--- src/design/kmst_pkg.sv ---
// Shared types and constants for the union-find spanning tree accumulator.
package kmst_pkg;

  localparam int NODES_DEF = 1024;
  localparam int VERTEX_W  = 10;
  localparam int WEIGHT_W  = 32;
  localparam int TOTAL_W   = 48;

  localparam logic [TOTAL_W-1:0] TOTAL_MAX = '1;

  typedef struct packed {
    logic                new_graph;
    logic [WEIGHT_W-1:0] edge_weight;
    logic [VERTEX_W-1:0] vertex_a;
    logic [VERTEX_W-1:0] vertex_b;
  } kmst_in_t;

  typedef struct packed {
    logic               edge_joined;
    logic [TOTAL_W-1:0] total_cost;
  } kmst_out_t;

  // Source of the single parent table write port.
  typedef enum logic [1:0] {
    WR_NONE,
    WR_CLEAR,
    WR_COMPRESS,
    WR_LINK
  } kmst_wr_t;

  typedef struct packed {
    logic     capture;
    logic     clr_start;
    kmst_wr_t wr;
    logic     rd;
    logic     side;
    logic     load_a;
    logic     load_b;
    logic     adv_cur;
    logic     set_root;
    logic     load_out;
  } kmst_cmd_t;

  typedef struct packed {
    logic new_graph;
    logic in_range;
    logic clr_last;
    logic rdata_is_cur;
    logic cur_is_root;
    logic out_free;
  } kmst_status_t;

endpackage

--- src/design/kmst_ctrl.sv ---
// Controller: sequences clearing, the two root walks, compression and linking.
module kmst_ctrl import kmst_pkg::*; (
  input  logic         clk,
  input  logic         rst_n,
  input  logic         in_valid,
  output logic         in_stall,
  input  kmst_status_t status,
  output kmst_cmd_t    cmd
);

  typedef enum logic [3:0] {
    S_BOOT,
    S_BOOT_CLR,
    S_IDLE,
    S_CHECK,
    S_CLEAR,
    S_START,
    S_RD,
    S_CHK,
    S_CMP_TEST,
    S_CMP_RD,
    S_CMP_WR,
    S_LINK,
    S_FIN
  } state_t;

  state_t state_r;
  state_t state_nxt;
  logic   side_r;
  logic   side_nxt;

  always_comb begin
    state_nxt = state_r;
    side_nxt  = side_r;
    cmd       = '0;
    cmd.wr    = WR_NONE;
    cmd.side  = side_r;
    case (state_r)
      S_BOOT: begin
        cmd.clr_start = 1'b1;
        state_nxt     = S_BOOT_CLR;
      end
      S_BOOT_CLR: begin
        cmd.wr = WR_CLEAR;
        if (status.clr_last) begin
          state_nxt = S_IDLE;
        end
      end
      S_IDLE: begin
        if (in_valid) begin
          cmd.capture = 1'b1;
          state_nxt   = S_CHECK;
        end
      end
      S_CHECK: begin
        if (status.new_graph) begin
          cmd.clr_start = 1'b1;
          state_nxt     = S_CLEAR;
        end else begin
          state_nxt = S_START;
        end
      end
      S_CLEAR: begin
        cmd.wr = WR_CLEAR;
        if (status.clr_last) begin
          state_nxt = S_START;
        end
      end
      S_START: begin
        if (status.in_range) begin
          cmd.load_a = 1'b1;
          side_nxt   = 1'b0;
          state_nxt  = S_RD;
        end else begin
          state_nxt = S_FIN;
        end
      end
      S_RD: begin
        cmd.rd    = 1'b1;
        state_nxt = S_CHK;
      end
      S_CHK: begin
        if (status.rdata_is_cur) begin
          cmd.set_root = 1'b1;
          state_nxt    = S_CMP_TEST;
        end else begin
          cmd.adv_cur = 1'b1;
          state_nxt   = S_RD;
        end
      end
      S_CMP_TEST: begin
        if (!status.cur_is_root) begin
          state_nxt = S_CMP_RD;
        end else if (!side_r) begin
          cmd.load_b = 1'b1;
          side_nxt   = 1'b1;
          state_nxt  = S_RD;
        end else begin
          state_nxt = S_LINK;
        end
      end
      S_CMP_RD: begin
        cmd.rd    = 1'b1;
        state_nxt = S_CMP_WR;
      end
      S_CMP_WR: begin
        cmd.wr    = WR_COMPRESS;
        state_nxt = S_CMP_TEST;
      end
      S_LINK: begin
        cmd.wr    = WR_LINK;
        state_nxt = S_FIN;
      end
      S_FIN: begin
        if (status.out_free) begin
          cmd.load_out = 1'b1;
          state_nxt    = S_IDLE;
        end
      end
      default: begin
        state_nxt = S_BOOT;
      end
    endcase
  end

  always_ff @(posedge clk) begin
    if (!rst_n) begin
      state_r <= S_BOOT;
      side_r  <= 1'b0;
    end else begin
      state_r <= state_nxt;
      side_r  <= side_nxt;
    end
  end

  assign in_stall = (state_r != S_IDLE);

`ifndef SYNTHESIS
  a_busy_after_accept: assert property (@(posedge clk) disable iff (!rst_n)
    in_valid && !in_stall |=> in_stall)
    else $error("controller took a second word while busy");
`endif

endmodule

--- config.mk ---
export PLATFORM = sky130hd
export DESIGN_NAME = kmst_ctrl
export DESIGN_NICKNAME = d
export VERILOG_FILES = /design/src/design/kmst_pkg.sv /design/src/design/kmst_ctrl.sv
export SDC_FILE = /design/constraint.sdc
export NUM_CORES = 1
export LEC_CHECK = 0
export BUFFER_PORTS_ARGS = -buffer_cell sky130_fd_sc_hd__buf_2
export CAP_MARGIN = 20
export CORE_AREA = 2 2 39 41
export CTS_CLUSTER_SIZE = 40
export DETAILED_ROUTE_END_ITERATION = 10
export DIE_AREA = 0 0 41 43
export PLACE_DENSITY = 0.7
export SYNTH_ARGS = -nofsm -noshare
export SYNTH_HDL_FRONTEND = slang
export SYNTH_SLANG_ARGS = --single-unit
--- constraint.sdc ---
create_clock -name clk -period 3.75 [get_ports clk]
set_input_delay 0.1875 -clock clk [delete_from_list [all_inputs] [get_ports clk]]
set_output_delay 0.1875 -clock clk [all_outputs]
set_load 0.05 [all_outputs]
Word-level counts from Yosys, hierarchy flattened
Cells that the tools add are included.
{"block": "totals", "reg_bits": 5, "input_bits": 9, "word_cells": 56}
{"block": "op_classes", "n_eq_ne": 19, "mux": 29, "n_reduce_logical": 6}
{"cell": "one-hot mux 4 bit (13 select lines)", "count": 1}
{"cell": "two-way mux 4 bit", "count": 8}
{"cell": "== test 4 bit (second input constant)", "count": 5}
{"cell": "== test 4 x 3 -> 1 bit (second input constant)", "count": 4}
{"cell": "two-way mux 1 bit", "count": 16}
{"cell": "inequality test 2 bit (second input constant)", "count": 6}
{"cell": "== test 4 x 2 -> 1 bit (second input constant)", "count": 2}
{"cell": "one-hot mux 2 bit (3 select lines)", "count": 1}
{"cell": "== test 4 x 1 -> 1 bit (second input constant)", "count": 1}
{"cell": "logical NOT 4 bit", "count": 1}
{"cell": "inequality test 4 x 2 -> 1 bit (second input constant)", "count": 1}
{"cell": "one-hot mux 1 bit (2 select lines)", "count": 2}
{"cell": "AND reduction 4 bit", "count": 1}
{"cell": "OR reduction 2 bit", "count": 2}
{"cell": "AND reduction 3 bit", "count": 1}
{"cell": "two-way mux 2 bit", "count": 1}
{"cell": "nonzero test 2 bit", "count": 1}

Longest topological paths before layout
Gate-level depths: netlist (run 1).
{"block": "logic_depth", "word_depth": 3, "mapped_depth": 6, "mapped_depth_nobuf": 4}

Worst setup path after synthesis (run 1)
Ideal clock, no wire load.
{"block": "synth_path", "path_type": "register -> register", "startpoint": "reg state_r[2]", "endpoint": "reg state_r[2]", "arrival_time_ps": 2371, "required_time_ps": 3674, "path_slack_ps": 1304, "path_stages_with_launch": 6, "n_path_buf": 1, "period_less_slack_ps": 2446, "path_cell_list": "dfxtp_1 -> buf_6 -> nand2b_1 -> nor4_1 -> a311oi_1 -> o21ai_1"}
{"block": "synth_between", "elab_chain_len": 3}
{"item": "start, declared", "line": "kmst_ctrl.sv:27", "rtl": "state_t state_r;"}
{"item": "start signal, assigned", "line": "kmst_ctrl.sv:131", "rtl": "state_r <= state_nxt;"}
{"item": "== test 4 x 1 -> 1 bit, or another cell as far along", "line": "kmst_ctrl.sv:38", "rtl": "case (state_r)"}
{"item": "inequality test 2 bit (no source line)"}
{"item": "AND reduction 4 bit (no source line)"}
Parallel ways exist; a longest one is shown, timed or not.
A chain may end at the register's enable or synchronous reset.

==> results of run 1 <==
==> worst register-to-register path: cells and delay by family, from the launching register on <==
kind | cells | cell delay [ns]
AO/OA/AOI/OAI | 2 | 0.28
flip-flops | 1 | 0.71
AND/OR/NAND/NOR | 2 | 0.75
==> logic make-up after synthesis <==
kind of cell	share of synthesized area, %
simple gates	42.7
flops	18.1
xor+xnor	1.58
buf+inv	11.5
compound gates	26.2
==> flip-flops by register name, indices dropped and copies added, names as in the netlist <==
signal   cells
side_r       1
state_r      4
==> cell usage after synthesis, types with 2 or more instances <==
library cell  n
nor2_1        9
nand3_1       7
buf_2         6
dfxtp_1       5
nor2b_1       5
nand2b_1      4
o21ai_0       4
inv_1         3
nand2_1       3
nand3b_1      3
o32ai_1       3
a21oi_1       2
and3_1        2
nand4b_1      2
nor3_1        2
nor4_1        2
o21a_1        2
o21ai_1       2
==> routing by layer <==
metal	wire length [µm]	vias up
li1	-	324
met3	121	4
met5	0	-
met2	639	35
met4	29	0
met1	648	270
==> power by group <==
part | internal (µW) | total (µW) | switching, µW | leakage (µW)
clock | 40.4 | 65.4 | 25.0 | 0.0000150
combinational | 87.5 | 255 | 167 | 0.000222
sequential | 66.9 | 132 | 65.0 | 0.0000409
==> worst min path at each step <==
stage	from	to	slack [ns]	depth (start not counted)
4_1_cts	in_valid	state_r[1]$_SDFFE_PN0P_	0.17	2
6_report	in_valid	state_r[1]$_SDFFE_PN0P_	0.18	2
2_1_floorplan	in_valid	state_r[1]$_SDFFE_PN0P_	0.31	1
5_1_grt	in_valid	state_r[1]$_SDFFE_PN0P_	0.17	2
3_3_place_gp	in_valid	state_r[1]$_SDFFE_PN0P_	0.43	2
3_5_place_dp	in_valid	state_r[1]$_SDFFE_PN0P_	0.44	2
==> metrics by stage <==
step	instance area (µm²)	hold slack [ns]	utilization [%]
2_1_floorplan	554	0.309	-
4_1_cts	652	0.168	47.1
5_1_grt	652	0.175	47.1
3_5_place_dp	626	0.437	45.2
6_report	652	0.179	47.1
3_3_place_gp	626	0.427	45.2
==> layout make-up <==
type | count | area [µm²] | share of cell area, %
repair buffers | 20 | 100 | 15.4
clock buffers | 4 | 26.3 | 4.03
flip-flops and latches | 5 | 100 | 15.4
well taps | 16 | 20.0 | 3.07
multi-input cells | 63 | 390 | 59.9
inverters | 4 | 15.0 | 2.30
==> results.json, run 1 <==
{
  "period_share_pct": 54.5,
  "fmax_mhz": 489,
  "die_x_um": 41,
  "async_flop_share_pct": 0,
  "hold_viol": 0,
  "antenna_found_initial": 0,
  "clkLatencyLatePin_ns": 0.25,
  "final_common_cell": "buf_2",
  "nFillCells": 139,
  "grt_usage_pct": 19.3,
  "globalRouteOverflowTotal": 0,
  "grt_pass1_vias": 530,
  "cpLargestDelayFamily": "flip-flops",
  "clockBufferDepth": 2,
  "detail_route.iter0.violations": 24,
  "synth_cells": 80,
  "power_density_nw_per_um2": 693,
  "clock_sinks": 5,
  "grt_pass1_wl_um": 2300,
  "layout_common_cells": "20 x buf_2, 9 x nor2_1, 7 x nand3_1",
  "r2r_end": "state_r[1]$_SDFFE_PN0P_",
  "synth_area_leaders": "dfxtp_1 18%, nand3_1 6.3%, nor2_1 6.1%, nor2b_1 5.6%, buf_2 5.4%",
  "dr.pass1.iters": 4,
  "worstPathCellList": "nor2b_1 > nand3_1 > nor2_1 > buf_2",
  "vias": 633,
  "cts_tree": "done",
  "status": "finished, final reports clean",
  "cp.depth": 4,
  "crit_arrival_ns": 1.86,
  "drive_above_1_share_pct": 27.1,
  "cp_slowest_cell": "dfxtp_1",
  "worst_slew_margin_rel_pct": 55.3,
  "ys_ff_latch": 5,
  "skew_ns": 0.00366,
  "synth_edf_count": 0,
  "ys.flop_type": "dfxtp_1",
  "slowest_delay_ns": 0.69,
  "dp_hpwl_um": 1020,
  "cp-start-kind": "register",
  "areaGrowthSynthToFinish_pct": 17.6,
  "cts-root-buf": "clkbuf_4",
  "insertedDiodeCount": 0,
  "r2r_cells": 4,
  "reg2reg_from": "state_r[2]$_SDFFE_PN0P_",
  "cts_setup_buffers": 0,
  "clk_pin_slew_ns": 0.05,
  "maxSlewViolCount": 0,
  "pre_cts_ws_ns": 1.91,
  "crit_type": "register to primary output",
  "use_met2_pct": 24.1,
  "total_power_uw": 452,
  "grt_max_degree": 24,
  "start_util_pct": 40.1,
  "end_kind": "primary output",
  "yosysSeqAreaShare_pct": 18.1,
  "min_period_ns": 2.04,
  "rsz0062_at_grt": "false",
  "finalSetupViolCount": 0,
  "gr-usage-met3_pct": 5.24,
  "synth_nets": 89,
  "ctsHoldBuffers": 0,
  "fin_tns_setup_ns": 0,
  "h-tree-depth": 1,
  "cts_made_buffers": 3,
  "fp-row-count": 14,
  "grtUsageMet1_pct": 27.6,
  "worst_slack_ns": 1.71,
  "hp-class": "input pin to register",
  "avgViaCountPerCell": 5.65,
  "busiest_layer": "met1",
  "dp_cells": 108,
  "die_area_um2": 1760,
  "yosys_warnings": 0,
  "drcViolationCount": 0,
  "worst_pin_slew_ns": 0.669,
  "synth.avg_cell_area_um2": 6.93,
  "reg2reg_slack_ns": 1.89,
  "crit_path_end": "cmd[1]",
  "yosysTopAreaCell": "dfxtp_1",
  "critPathBufInv": 1,
  "routed_wl_um": 1440,
  "io_buffers": 20,
  "vdd_drop_max_v": 0.000249,
  "synth_cell_types": 32,
  "path_max_fanout": 18,
  "gp_congestion": 0.844,
  "leakage_uw": 0.000277,
  "drv_cap": 0,
  "critPathLaunch": "state_r[0]$_SDFFE_PN0P_",
  "wire_per_inst_um": 12.8,
  "cts_resized": 0,
  "core-area_um2": 1380,
  "final_cell_count_no_fill": 112,
  "ios": 21,
  "fp.dieH_um": 43,
  "synth_area_um2": 554,
  "fin_nets": 106,
  "critPathRequiredTime_ns": 3.56,
  "synth_top_area_share_pct": 18.1,
  "ant_nets": 0
}
Note: power is estimated with default switching activity, not from simulation.
==> inputs of run 2 (changes only) <==
--- a/config.mk
+++ b/config.mk
@@ -5,13 +5,14 @@
 export SDC_FILE = /design/constraint.sdc
 export NUM_CORES = 1
 export LEC_CHECK = 0
+export ABC_AREA = 1
 export BUFFER_PORTS_ARGS = -buffer_cell sky130_fd_sc_hd__buf_2
 export CAP_MARGIN = 20
 export CORE_AREA = 2 2 39 41
 export CTS_CLUSTER_SIZE = 40
 export DETAILED_ROUTE_END_ITERATION = 10
 export DIE_AREA = 0 0 41 43
-export PLACE_DENSITY = 0.7
+export PLACE_DENSITY = 0.66
 export SYNTH_ARGS = -nofsm -noshare
 export SYNTH_HDL_FRONTEND = slang
 export SYNTH_SLANG_ARGS = --single-unit
==> constraint.sdc (replaced) <==
create_clock -name clk -period 1.7 [get_ports clk]
set_input_delay 0.085 -clock clk [delete_from_list [all_inputs] [get_ports clk]]
set_output_delay 0.085 -clock clk [all_outputs]
set_load 0.05 [all_outputs]
==> run 2 against run 1 <==
Net effect: worst setup slack got worse by 1.6 ns; flip-flop and latch count did not move; cell count rose by 13%; non-clock buffer count did not move; core utilization fell by 2.5 points; worst hold slack got worse by 0.051 ns; register-to-register slack got worse by 1.5 ns; clock skew fell by 0.00086 ns; clock power rose by 100%; largest cell class unchanged; largest power group unchanged.
==> results.json, run 2 <==
{
  "status": "finished, final reports clean",
  "ys_ff_latch": 5,
  "synth_area_um2": 475,
  "ys.flop_type": "dfxtp_1",
  "regArea_um2": 100,
  "leakage_uw": 0.000400,
  "synth_edf_count": 0,
  "top_regs": "state_r (4), side_r (1)",
  "drive_above_1_share_pct": 28.8,
  "min_period_ns": 1.55,
  "cpLargestDelayFamily": "simple AND/OR/NAND/NOR gates",
  "hp-class": "input pin to register",
  "top_register": "state_r",
  "async_flop_share_pct": 0,
  "fp-row-count": 14,
  "final_cell_count_no_fill": 127,
  "sw_frac_of_total_pct": 56.5,
  "synth_area_leaders": "dfxtp_1 21%, nand2_1 20%, inv_1 12%, nand3_1 12%, nor2_1 9.5%",
  "critPathRequiredTime_ns": 1.62,
  "core-area_um2": 1380,
  "synth_top_area_share_pct": 21.1,
  "avgViaCountPerCell": 4.64,
  "grt_max_degree": 9,
  "ios": 21,
  "antenna_found_initial": 0,
  "drv_cap": 0,
  "worst_slew_margin_rel_pct": 81.4,
  "synth.avg_cell_area_um2": 5.40,
  "layout_common_cells": "25 x nand2_1, 20 x buf_2, 15 x inv_1",
  "path_max_fanout": 6,
  "finalSetupViolCount": 0,
  "clockBufferDepth": 2,
  "dp_hpwl_um": 1060,
  "worstPathCellList": "inv_1 > nor2_2 > nand2_1 > nand3_1 > buf_2",
  "ctsHoldBuffers": 0,
  "clock_sinks": 5,
  "synth_cell_types": 14,
  "clkLatencyLatePin_ns": 0.23,
  "synth_commonest_cells": "25 x nand2_1, 15 x inv_1, 12 x nor2_1",
  "globalRouteOverflowTotal": 0,
  "clk_pin_slew_ns": 0.04,
  "largest_register_ffs": 4,
  "gp_congestion": 0.832,
  "cts-root-buf": "clkbuf_4",
  "fp.dieH_um": 43,
  "areaGrowthSynthToFinish_pct": 29.7,
  "die_x_um": 41,
  "dp_cells": 123,
  "dr.pass1.iters": 3,
  "slowest_delay_ns": 0.40,
  "grt_pass1_vias": 521,
  "cts_made_buffers": 3,
  "yosys_warnings": 0,
  "synth_most_common_cell": "nand2_1",
  "insertedDiodeCount": 0,
  "period_share_pct": 91.1,
  "grt_usage_pct": 16.5,
  "crit_type": "register to primary output",
  "maxSlewViolCount": 0,
  "nFillCells": 162,
  "fmax_mhz": 645,
  "ant_nets": 0,
  "cp-start-kind": "register",
  "hold_viol": 0,
  "fin_tns_setup_ns": 0,
  "p_seq_share_pct": 21.7,
  "worst_pin_slew_ns": 0.278,
  "power_density_nw_per_um2": 1410,
  "net-switching-power_uw": 490,
  "share_comb_of_total_power_pct": 63.1,
  "rsz0062_at_grt": "false",
  "end_kind": "primary output",
  "grt_pass1_wl_um": 2000,
  "clock_power_share_pct": 15.3,
  "fin_nets": 121,
  "final_common_cell": "nand2_1",
  "cts_resized": 0,
  "p_int_uw": 377,
  "h-tree-depth": 1,
  "reg2reg_slack_ns": 0.36,
  "start_util_pct": 34.4,
  "skew_ns": 0.00280,
  "synth_nets": 97,
  "cts_tree": "done",
  "yosysTopAreaCell": "dfxtp_1",
  "critPathBufInv": 2,
  "io_buffers": 20,
  "yosysSeqAreaShare_pct": 21.1,
  "crit_arrival_ns": 1.46,
  "detail_route.iter0.violations": 5,
  "vdd_drop_max_v": 0.000839,
  "multiInputGateArea_um2": 307,
  "cts_setup_buffers": 0,
  "routed_wl_um": 1230,
  "drcViolationCount": 0,
  "synth_cells": 88,
  "die_area_um2": 1760,
  "vias": 589,
  "cp_slowest_cell": "dfxtp_1",
  "wire_per_inst_um": 9.69
}
-- run 2: worst min-delay path, cell delays in order --
cell and delay, ns:
buf_2 0.07, inv_1 0.07, nor2_1 0.10
-- run 2: logic make-up after synthesis --
logic type	synth area share, %
simple gates	50.5
flops	21.1
buf+inv	15.0
compound gates	13.4
-- run 2: final timing paths --
path | end | cells after the start | from
worst min register to register | state_r[2]$_SDFFE_PN0P_ | 2 | state_r[2]$_SDFFE_PN0P_
worst max-delay path | cmd[7] | 5 | state_r[2]$_SDFFE_PN0P_
worst max register to register | state_r[2]$_SDFFE_PN0P_ | 7 | state_r[2]$_SDFFE_PN0P_
worst min-delay path | side_r$_SDFFE_PN0P_ | 3 | rst_n
-- run 2: final cells by class --
cell class,count,area share [%]
Multi-Input combinational cell,65,49.7
Sequential cell,5,16.2
Timing Repair Buffer,20,16.2
Inverter,17,10.3
Clock buffer,4,4.26
Tap cell,16,3.25
-- run 2: metal layers --
metal,global-route usage [%],up-vias,wire (µm)
met4,4.00,0,17
met1,21.3,252,552
li1,-,321,-
met2,25.9,14,610
met3,4.71,2,50
met5,0,-,0
-- run 2: power by group through the flow --
stage / sequential (µW) / combinational [µW] / clock [µW]
floorplan: 182 / 433 / 0
global placement: 186 / 548 / 0
detailed placement: 189 / 548 / 0
CTS: 188 / 549 / 136
global route: 192 / 604 / 145
finish: 188 / 547 / 132
-- run 2: per-stage QoR --
step                area, µm²  power, µW  util [%]  hold slack (ns)  setup WS (ns)
finish                    617        867      44.6            0.128          0.151
global route              617        942      44.6            0.167         0.0170
CTS                       617        873      44.6            0.134          0.161
detailed placement        591        737      42.7            0.380          0.394
global placement          591        735      42.7            0.373          0.399
floorplan                 478        615         -            0.258          0.121
==> inputs of run 3 (changes only) <==
--- a/config.mk
+++ b/config.mk
@@ -12,7 +12,9 @@
 export CTS_CLUSTER_SIZE = 40
 export DETAILED_ROUTE_END_ITERATION = 10
 export DIE_AREA = 0 0 41 43
+export MAX_ROUTING_LAYER = met4
 export PLACE_DENSITY = 0.66
 export SYNTH_ARGS = -nofsm -noshare
 export SYNTH_HDL_FRONTEND = slang
 export SYNTH_SLANG_ARGS = --single-unit
+export TNS_END_PERCENT = 10
==> run 3 against run 2 <==
Net effect: cell area did not move; worst hold slack barely moved; critical endpoint unchanged; core utilization did not move.
==> results.json, run 3 (synthesis gave the netlist of run 2 again) <==
{
  "status": "finished, final reports clean",
  "min_period_ns": 1.55,
  "slowest_delay_ns": 0.40,
  "fin_tns_setup_ns": 0,
  "rsz0062_at_grt": "false",
  "reg2reg_slack_ns": 0.36,
  "io_buffers": 20,
  "period_share_pct": 91.1,
  "die_x_um": 41,
  "skew_ns": 0.00286,
  "top_register": "state_r",
  "grt_pass1_wl_um": 2000,
  "cp-start-kind": "register",
  "vias": 590,
  "path_max_fanout": 6,
  "reg2reg_from": "state_r[2]$_SDFFE_PN0P_",
  "wire_per_inst_um": 9.69,
  "avgViaCountPerCell": 4.65,
  "dp_hpwl_um": 1060,
  "clkLatencyLatePin_ns": 0.23,
  "worst_pin_slew_ns": 0.278,
  "r2r_cells": 7,
  "routed_wl_um": 1230,
  "worst_slew_margin_rel_pct": 81.4,
  "drcViolationCount": 0,
  "largest_register_ffs": 4,
  "drive_above_1_share_pct": 28.8,
  "ctsHoldBuffers": 0,
  "final_common_cell": "nand2_1",
  "top_regs": "state_r (4), side_r (1)",
  "detail_route.iter0.violations": 5,
  "cp_slowest_cell": "dfxtp_1",
  "end_kind": "primary output",
  "grt_usage_pct": 16.9,
  "grt_pass1_vias": 520,
  "cpLargestDelayFamily": "simple AND/OR/NAND/NOR gates",
  "hold_depth": 3,
  "worstPathCellList": "inv_1 > nor2_2 > nand2_1 > nand3_1 > buf_2",
  "regArea_um2": 100,
  "cts_tree": "done",
  "fin_nets": 121,
  "cts_made_buffers": 3,
  "gp_congestion": 0.844,
  "crit_arrival_ns": 1.46,
  "h-tree-depth": 1,
  "hold_viol": 0,
  "total_power_uw": 867,
  "multiInputGateArea_um2": 307,
  "antenna_found_initial": 0,
  "die_area_um2": 1760,
  "maxSlewViolCount": 0,
  "ant_nets": 0,
  "insertedDiodeCount": 0,
  "clock_sinks": 5,
  "fmax_mhz": 645,
  "fp-row-count": 14,
  "cts_setup_buffers": 0,
  "critPathBufInv": 2,
  "r2r_end": "state_r[2]$_SDFFE_PN0P_",
  "min-delay-start": "rst_n",
  "core-area_um2": 1380,
  "critPathRequiredTime_ns": 1.62,
  "hp-class": "input pin to register",
  "drv_cap": 0,
  "clockBufferDepth": 2,
  "fp.dieH_um": 43,
  "final_cell_count_no_fill": 127,
  "start_util_pct": 34.4,
  "ios": 21,
  "holdPathEnd": "side_r$_SDFFE_PN0P_",
  "finalSetupViolCount": 0,
  "final_util_pct": 44.6,
  "grt_max_degree": 9,
  "leakage_uw": 0.000400,
  "areaGrowthSynthToFinish_pct": 29.7,
  "globalRouteOverflowTotal": 0,
  "dr.pass1.iters": 4,
  "layout_common_cells": "25 x nand2_1, 20 x buf_2, 15 x inv_1",
  "dp_cells": 123,
  "clk_pin_slew_ns": 0.04,
  "power_density_nw_per_um2": 1410,
  "cp.depth": 5,
  "cts_resized": 0,
  "nFillCells": 162,
  "crit_type": "register to primary output",
  "vdd_drop_max_v": 0.000839,
  "cts-root-buf": "clkbuf_4"
}
[run 3: cell counts in the layout (fill, tap and decap cells not counted)]
Identical to the previous run, type by type.
[run 3: how the worst max path moves through the flow]
stage / start / end / slack (ns)
finish: state_r[2]$_SDFFE_PN0P_ / cmd[7] / 0.15
global route: state_r[2]$_SDFFE_PN0P_ / cmd[7] / 0.02
CTS: state_r[2]$_SDFFE_PN0P_ / cmd[7] / 0.16
detailed placement: state_r[2]$_SDFFE_PN0P_ / state_r[2]$_SDFFE_PN0P_ / 0.39
global placement: state_r[2]$_SDFFE_PN0P_ / state_r[0]$_SDFFE_PN0P_ / 0.40
floorplan: state_r[1]$_SDFFE_PN0P_ / cmd[10] / 0.12
[run 3: per-layer routing]
metal / routed length [µm] / GRT usage [%]
met5: 0 / -
met4: 17 / 4.00
met3: 48 / 4.71
met2: 611 / 25.9
met1: 552 / 21.3
[run 3: layout make-up]
cell class                 instances  share of cell area, %
multi-input combinational         65                   49.7
clock buffer                       4                   4.26
timing repair buffer              20                   16.2
tap                               16                   3.25
inverter                          17                   10.3
sequential                         5                   16.2
[run 3: worst min-delay path, stage by stage]
cell and delay, ns:
buf_2 0.07, inv_1 0.07, nor2_1 0.10
[run 3: power breakdown]
group / internal [µW] / leakage [µW] / switching (µW)
sequential: 144 / 0.0000408 / 43.9
combinational: 144 / 0.000344 / 402
clock: 88.5 / 0.0000150 / 44.1
[run 3: metrics by stage]
step	hold slack [ns]	area [µm²]	setup slack, ns
3_3_place_gp	0.373	591	0.399
5_1_grt	0.167	617	0.0170
4_1_cts	0.134	617	0.161
3_5_place_dp	0.380	591	0.394
6_report	0.128	617	0.150
2_1_floorplan	0.258	478	0.121
